<file path="config.mk">
export PLATFORM = sky130hd
export DESIGN_NAME = ctmp_alu
export DESIGN_NICKNAME = d
export VERILOG_FILES = /design/src/rtl/ctmp_pkg.sv /design/src/rtl/ctmp_alu.sv
export SDC_FILE = /design/constraint.sdc
export NUM_CORES = 2
export LEC_CHECK = 0
export BUFFER_PORTS_ARGS = -buffer_cell sky130_fd_sc_hd__buf_4
export CELL_PAD_IN_SITES_DETAIL_PLACEMENT = 1
export CELL_PAD_IN_SITES_GLOBAL_PLACEMENT = 1
export CORE_ASPECT_RATIO = 1.25
export CORE_MARGIN = 10
export CORE_UTILIZATION = 42
export DETAILED_ROUTE_END_ITERATION = 16
export PLACE_DENSITY_LB_ADDON = 0.2
export SETUP_SLACK_MARGIN = 0.05
export SYNTH_ARGS = -nofsm -noshare
export SYNTH_HDL_FRONTEND = slang
export SYNTH_SLANG_ARGS = --single-unit
</file>
<file path="constraint.sdc">
create_clock -name clk_i -period 3.44 [get_ports clk_i]
set_clock_uncertainty 0.15 [all_clocks]
set_input_delay 0.344 -clock clk_i [delete_from_list [all_inputs] [get_ports clk_i]]
set_output_delay 0.344 -clock clk_i [all_outputs]
set_load 0.01 [all_outputs]
</file>
<file path="src/rtl/ctmp_pkg.sv">
// Shared types and constants for the coordinated trapezoid move planner.
// No dependencies; imported by ctmp_alu and the top level.
`timescale 1ns / 1ps
package ctmp_pkg;

  localparam int unsigned MAX_AXES = 8;
  localparam int unsigned IDX_W    = $clog2(MAX_AXES);
  localparam int unsigned CNT_W    = $clog2(MAX_AXES + 1);

  localparam logic [1:0] STATUS_OK       = 2'd0;
  localparam logic [1:0] STATUS_BUSY     = 2'd1;
  localparam logic [1:0] STATUS_NO_TIME  = 2'd2;
  localparam logic [1:0] STATUS_NO_ROOT  = 2'd3;

  localparam logic [15:0] TOL_RESET = 16'd66;

  typedef enum logic [1:0] {
    OP_MUL,
    OP_DIV,
    OP_SQRT
  } alu_op_e;

  typedef struct packed {
    logic    start;
    alu_op_e op;
  } alu_req_t;

  typedef struct packed {
    logic               axis_busy;
    logic [31:0]        accel;
    logic [31:0]        max_velocity;
    logic signed [31:0] start_position;
    logic signed [31:0] target_position;
    logic               last_axis;
  } ctmp_in_t;

  typedef struct packed {
    logic [2:0]  axis_index;
    logic [31:0] new_max_velocity;
    logic [39:0] move_time;
    logic [1:0]  status;
    logic        last_result;
  } ctmp_out_t;

endpackage

</file>
<file path="src/rtl/ctmp_alu.sv">
// Shared bit-serial arithmetic unit: 64x64 multiply, 128/64 divide, 128-bit isqrt.
// Depends on ctmp_pkg.
`timescale 1ns / 1ps
module ctmp_alu (
  input  logic              clk_i,
  input  logic              rst_ni,
  input  ctmp_pkg::alu_req_t req_i,
  input  logic [127:0]      opa_i,
  input  logic [63:0]       opb_i,
  output logic              done_o,
  output logic [127:0]      res_o
);
  import ctmp_pkg::*;

  logic          busy_q;
  logic          done_q;
  alu_op_e       op_q;
  logic [7:0]    cnt_q;
  logic [127:0]  work_q;
  logic [127:0]  shf_q;
  logic [66:0]   rem_q;
  logic [63:0]   dvs_q;

  logic [64:0]   div_t;
  logic          div_ge;
  logic [66:0]   sq_t;
  logic [66:0]   sq_trial;
  logic          sq_ge;

  assign div_t    = {rem_q[63:0], shf_q[127]};
  assign div_ge   = div_t >= {1'b0, dvs_q};
  assign sq_t     = {rem_q[64:0], shf_q[127:126]};
  assign sq_trial = {1'b0, work_q[63:0], 2'b01};
  assign sq_ge    = sq_t >= sq_trial;

  always_ff @(posedge clk_i or negedge rst_ni) begin
    if (!rst_ni) begin
      busy_q <= 1'b0;
      done_q <= 1'b0;
      op_q   <= OP_MUL;
      cnt_q  <= '0;
      work_q <= '0;
      shf_q  <= '0;
      rem_q  <= '0;
      dvs_q  <= '0;
    end else begin
      done_q <= 1'b0;
      if (!busy_q) begin
        if (req_i.start) begin
          busy_q <= 1'b1;
          op_q   <= req_i.op;
          rem_q  <= '0;
          work_q <= '0;
          dvs_q  <= opb_i;
          case (req_i.op)
            OP_MUL: begin
              shf_q <= {64'd0, opa_i[63:0]};
              cnt_q <= 8'd64;
            end
            OP_DIV: begin
              shf_q <= opa_i;
              cnt_q <= 8'd128;
            end
            default: begin
              shf_q <= opa_i;
              cnt_q <= 8'd64;
            end
          endcase
        end
      end else begin
        case (op_q)
          OP_MUL: begin
            if (dvs_q[0]) work_q <= work_q + shf_q;
            shf_q <= {shf_q[126:0], 1'b0};
            dvs_q <= {1'b0, dvs_q[63:1]};
          end
          OP_DIV: begin
            rem_q <= {3'd0, div_ge ? (div_t[63:0] - dvs_q) : div_t[63:0]};
            shf_q <= {shf_q[126:0], div_ge};
          end
          default: begin
            rem_q  <= sq_ge ? (sq_t - sq_trial) : sq_t;
            work_q <= {64'd0, work_q[62:0], sq_ge};
            shf_q  <= {shf_q[125:0], 2'b00};
          end
        endcase
        cnt_q <= cnt_q - 8'd1;
        if (cnt_q == 8'd1) begin
          busy_q <= 1'b0;
          done_q <= 1'b1;
        end
      end
    end
  end

  assign done_o = done_q;

  always_comb begin
    case (op_q)
      OP_MUL:  res_o = work_q;
      OP_DIV:  res_o = shf_q;
      default: res_o = {64'd0, work_q[63:0]};
    endcase
  end

endmodule

</file>
======== Word level (Yosys, flattened, before mapping) ========
Cells that the tools add are included.
Widths: inputs -> output; s select.
cells by class
  bitwise gates (word level) .............. 1
  add/sub/neg operators ................... 4
  reductions and logical operators ........ 7
  order comparisons ....................... 2
  muxes and demuxes ....................... 25
  equality and inequality tests ........... 7
operators by type and width
  cell                 count
  $mux 128             6
  $pmux 128 s2         3
  $mux 64              4
  $mux 65              3
  $pmux 65 s2          1
  $add 128x128->128    1
  $ge 67x66->1         1
  $ge 65x64->1         1
  $sub 65x65->65       1
  $sub 64x64->64       1
  $mux 8               3
  $eq 8x1->1 const B   1
  $sub 8x1->8 const B  1
  $reduce_and 2->1     3
  $mux 1               5
  $eq 2x1->1 const B   2
  $logic_not 2->1      2
  $ne 2x2->1 const B   2
  $ne 3x3->1 const B   1
  $reduce_and 3->1     1
  $ne 2x1->1 const B   1
  $reduce_bool 2->1    1
  $not 1->1            1
storage, ports and cells
  word-level logic and storage cells ...... 54
  register bits after elaboration ......... 397
  bits of input ports ..................... 197
  output and inout bits ................... 129

======== Depth between registers and ports, before layout ========
  depth in word-level cells ............... 4
  depth in mapped cells ................... 17
  mapped depth without buffers ............ 16

======== Worst setup path before layout ========
OpenSTA, ideal clock, no wires.
  kind .................................... reg-to-reg
  start point ............................. register rem_q[7]
  end point ............................... register rem_q[51]
  period minus slack after synthesis ...... 3.719 ns
  arrival time ............................ 3.443 ns
  cell stages (with the launch flop) ...... 16
  path buffers ............................ 3
  data required time ...................... 3.164 ns
  setup time .............................. 0.126 ns
  setup slack ............................. -0.279 ns
  path through ............................ dfrtp_1 > ha_1 > buf_2 > a21o_1 > o21bai_1 > a221oi_1 > nor2_1 > or3_1 > a31oi_2 > o21ai_1 > a311oi_2 > buf_4 > buf_4 > mux2i_1 > nor2_1 > a221o_1
on the way
  cells in the longest elaborated chain, start to end .. 4
  elaborated cells on any way between the ends .. 8
  those cells by class .................... add/sub: 2; order compare: 2; mux: 4
ends and longest elaborated chain
  what                                          RTL line                        text
  start: declaration                            ctmp_alu.sv:21                  logic [66:0] rem_q;
  start signal: assignment                      ctmp_alu.sv:78                  rem_q <= {3'd0, div_ge ? (div_t[63:0] - dvs_q) : div_t[63:0]};
  start signal: assignment                      ctmp_alu.sv:82                  rem_q <= sq_ge ? (sq_t - sq_trial) : sq_t;
  $sub 65x65->65, or another cell as far along  ctmp_alu.sv:82
  $mux 65 or $mux 64 (tied branches)            ctmp_alu.sv:82, ctmp_alu.sv:78
  $pmux 65 s2 (*)                               ctmp_alu.sv:71                  case (op_q)
  $mux 65 (*)                                   ctmp_alu.sv:48                  if (!busy_q) begin
Mark *: on every way between the ends. The rest lies on a longest branch, timed or not.
A chain may end at the register's enable or synchronous reset.

======== Worst setup path after layout ========
  start point ............................. register rem_q[47]
  end point ............................... register rem_q[25]
on the way
  cells in the longest elaborated chain, start to end .. 4
  elaborated cells on any way between the ends .. 6
  those cells by class .................... order compare: 2; mux: 4
ends and longest elaborated chain
  what                                          RTL line
  $ge 67x66->1 or $ge 65x64->1 (tied branches)  ctmp_alu.sv:34, ctmp_alu.sv:31
  $mux 65 or $mux 64 (tied branches)            ctmp_alu.sv:82, ctmp_alu.sv:78
  $pmux 65 s2 (*)                               ctmp_alu.sv:71
  $mux 65 (*)                                   ctmp_alu.sv:48
Marks and branches as above.

==> results.sh <==
export IMPL_drt_wl_total_um=219000
export IMPL_dp_hpwl_um=135000
export IMPL_synth_edf_count=0
export IMPL_grt_pass1_wl_um=289000
export IMPL_gp_congestion=0.990
export IMPL_setup_violations=152
export IMPL_arrival_ps=5090
export IMPL_avgViaCountPerCell=6.44
export IMPL_critPathCaptureType="register"
export IMPL_worst_slack_ps=-1230
export IMPL_rsz0062_at_grt="true"
export IMPL_synth_seq_area_share=0.262
export IMPL_clock_fmax_mhz=214
export IMPL_synth_most_common_cell="nand2_1"
export IMPL_synth_top_area_frac=0.262
export IMPL_fin_crit_sh=1.36
export IMPL_dr_pass1_iters=6
export IMPL_hold_violations=0
export IMPL_crit_path_frequent_cell="nand4_1"
export IMPL_slew_headroom=0.288
export IMPL_cpPeakStageDelay_ps=770
export IMPL_rows=123
export IMPL_clk_pin_slew_ps=80
export IMPL_syn2layout_area_growth_pct=52.9
export IMPL_cts_tree="yes"
export IMPL_drive_gt1_frac=0.341
export IMPL_nets=6887
export IMPL_syn_cell_area_mm2=0.0379
export IMPL_portBuffers=325
export IMPL_avgSynthCellArea_um2=7.71
export IMPL_cp_cell_sequence="buf_4 -> ha_1 -> nand4_1 -> nor2_1 -> nand2_1 -> nor3b_1 -> nand4_1 -> o21ai_2 -> a31oi_1 -> inv_1 -> a31oi_4 -> buf_12 -> buf_16 -> o211ai_1 -> a32o_1"
export IMPL_required_ps=3860
export IMPL_synth_area_leader_cell="dfrtp_1"
export IMPL_cts_root_buf="clkbuf_16"
export IMPL_syn_num_nets=5368
export IMPL_violations="setup timing"
export IMPL_synth_flop_cell="dfrtp_1"
export IMPL_io_pins=326
export IMPL_ant_nets=0
export IMPL_grt_max_degree=128
export IMPL_grt_pass1_vias=50334
export IMPL_clockBufferDepth=3
export IMPL_wl_per_cell_um=28.6
export IMPL_start_util=0.422
export IMPL_regToRegSetupSlack_ps=-1230
export IMPL_cts_inserted_buffers=50
export IMPL_async_flop_share=1.00
export IMPL_hold_ws_ps=26.4
export IMPL_fin_setup_tns_ps=-64860
export IMPL_setup_worst_path_start_class="register"
export IMPL_synth_common_cells="nand2_1, a21oi_1, o21ai_0"
export IMPL_worstPathMaxFanout=9
export IMPL_chipHeight_um=356
export IMPL_worstSkewPairLatency_ps=660
export IMPL_hold_class="input pin to register"
export IMPL_antenna_found_initial=6
export IMPL_die_area_mm2=0.103
export IMPL_drv_slew=0
export IMPL_yosys_warnings=0
export IMPL_htreeDepth=2
export IMPL_fp_dieW_um=289
export IMPL_drc=0
export IMPL_vias=49308
export IMPL_synth_top_cells_by_area="dfrtp_1, ha_1, mux2i_1, a21oi_1, o21ai_0"
export IMPL_synth_distinct_cells=82
export IMPL_crit_slowest_cell="o211ai_1"
export IMPL_outcome="complete, but fails checks"
export IMPL_clock_sinks=397
export IMPL_placeableCoreArea_mm2=0.0897
export IMPL_critical_path_class="register to register"
export IMPL_worstMarginPinSlew_ps=1070
export IMPL_overflow=0
export IMPL_drt_iter0_drc=4067
export IMPL_synth_seq_cells=397
export IMPL_grt_usage=0.354
export IMPL_max_cap_violations=0
export IMPL_syn_inst=4910
export IMPL_final_min_clock_period_ps=4670
==> worst max-delay path, delay by kind of cell (launching register included) <==
| kind | cells | cell delay (ps) |
|---|---|---|
| flops | 1 | 580 |
| buf+inv | 4 | 780 |
| compound gates | 5 | 1390 |
| simple gates | 5 | 1250 |
| fa+ha+maj | 1 | 390 |
==> per-layer routing <==
layer / share of wire / track usage
met1: 0.34 / 0.370
met2: 0.49 / 0.643
met3: 0.067 / 0.0493
met4: 0.099 / 0.252
met5: 0.00037 / 0
==> repair_timing <==
action	CTS	global route
cloned	7	14
pin swaps	93	244
hold endpoints to repair	406	0
buffers inserted	50	93
hold buffers	195	0
setup endpoints to repair	150	153
gates resized for setup	295	519
==> placed cells by master (no fill, tap or decap), types with 69 or more instances in the layout <==
master and instances:
buf_4 1471, mux2i_1 278, dfrtp_1 371, dlygate4sd3_1 195, o211ai_1 69, o21ai_0 316, o21ai_1 98, xnor2_1 133
a21oi_2 69, nor2_1 384, nand4_1 107, xor2_1 81, ha_1 194, nor2b_1 84, a21o_1 119, nand2_1 497
inv_1 192, a211oi_1 75, a21oi_1 436
==> worst paths after layout <==
| check | startpoint | end | cells past startpoint |
|---|---|---|---|
| max | rem_q[47]$_DFFE_PN0P_ | rem_q[25]$_DFFE_PN0P_ | 15 |
| min | opa_i[0] | shf_q[0]$_DFFE_PN0P_ | 3 |
| max reg2reg | rem_q[47]$_DFFE_PN0P_ | rem_q[25]$_DFFE_PN0P_ | 15 |
| min reg2reg | work_q[112]$_DFFE_PN0P_ | work_q[112]$_DFFE_PN0P_ | 2 |
| max in group asynchronous | rst_ni | dvs_q[17]$_DFFE_PN0P_ | 3 |
| min in group asynchronous | rst_ni | shf_q[74]$_DFFE_PN0P_ | 2 |
==> logic make-up after synthesis <==
kind of cell / Yosys count / share of synthesized area
fa+ha+maj: 261 / 0.0867
xor+xnor: 239 / 0.0553
flops: 397 / 0.262
simple gates: 1443 / 0.176
compound gates: 1744 / 0.289
buf+inv: 541 / 0.0554
mux: 285 / 0.0754
==> area by class of cell <==
type | count | area [um2]
fill | 10397 | 31800
multi-input combinational | 3972 | 28900
timing repair buffer | 1785 | 14900
sequential | 397 | 9970
clock buffer | 73 | 1500
tap | 1187 | 1490
inverter | 223 | 858
clock inverter | 18 | 236
antenna | 3 | 7.51
==> metrics by stage <==
step / worst slack, ps / util / std cells / area (um2)
floorplan: 0.779 / - / 4910 / 38000
global placement: -692 / 0.550 / 7215 / 49400
detailed placement: -763 / 0.550 / 7215 / 49400
CTS: -430 / 0.611 / 7555 / 54800
global route: -1250 / 0.645 / 7655 / 57900
finish: -1230 / 0.645 / 7658 / 57900
==> sequential cells by signal, summed over array words and instances (netlist names) <==
| register | flops |
|---|---|
| busy_q | 1 |
| cnt_q | 8 |
| done_o | 1 |
| dvs_q | 64 |
| op_q | 2 |
| rem_q | 65 |
| shf_q | 128 |
| work_q | 128 |
Power is left out: the tool's default activity adds up to more than one toggle a clock period on the data nets, which glitch-free logic cannot reach.
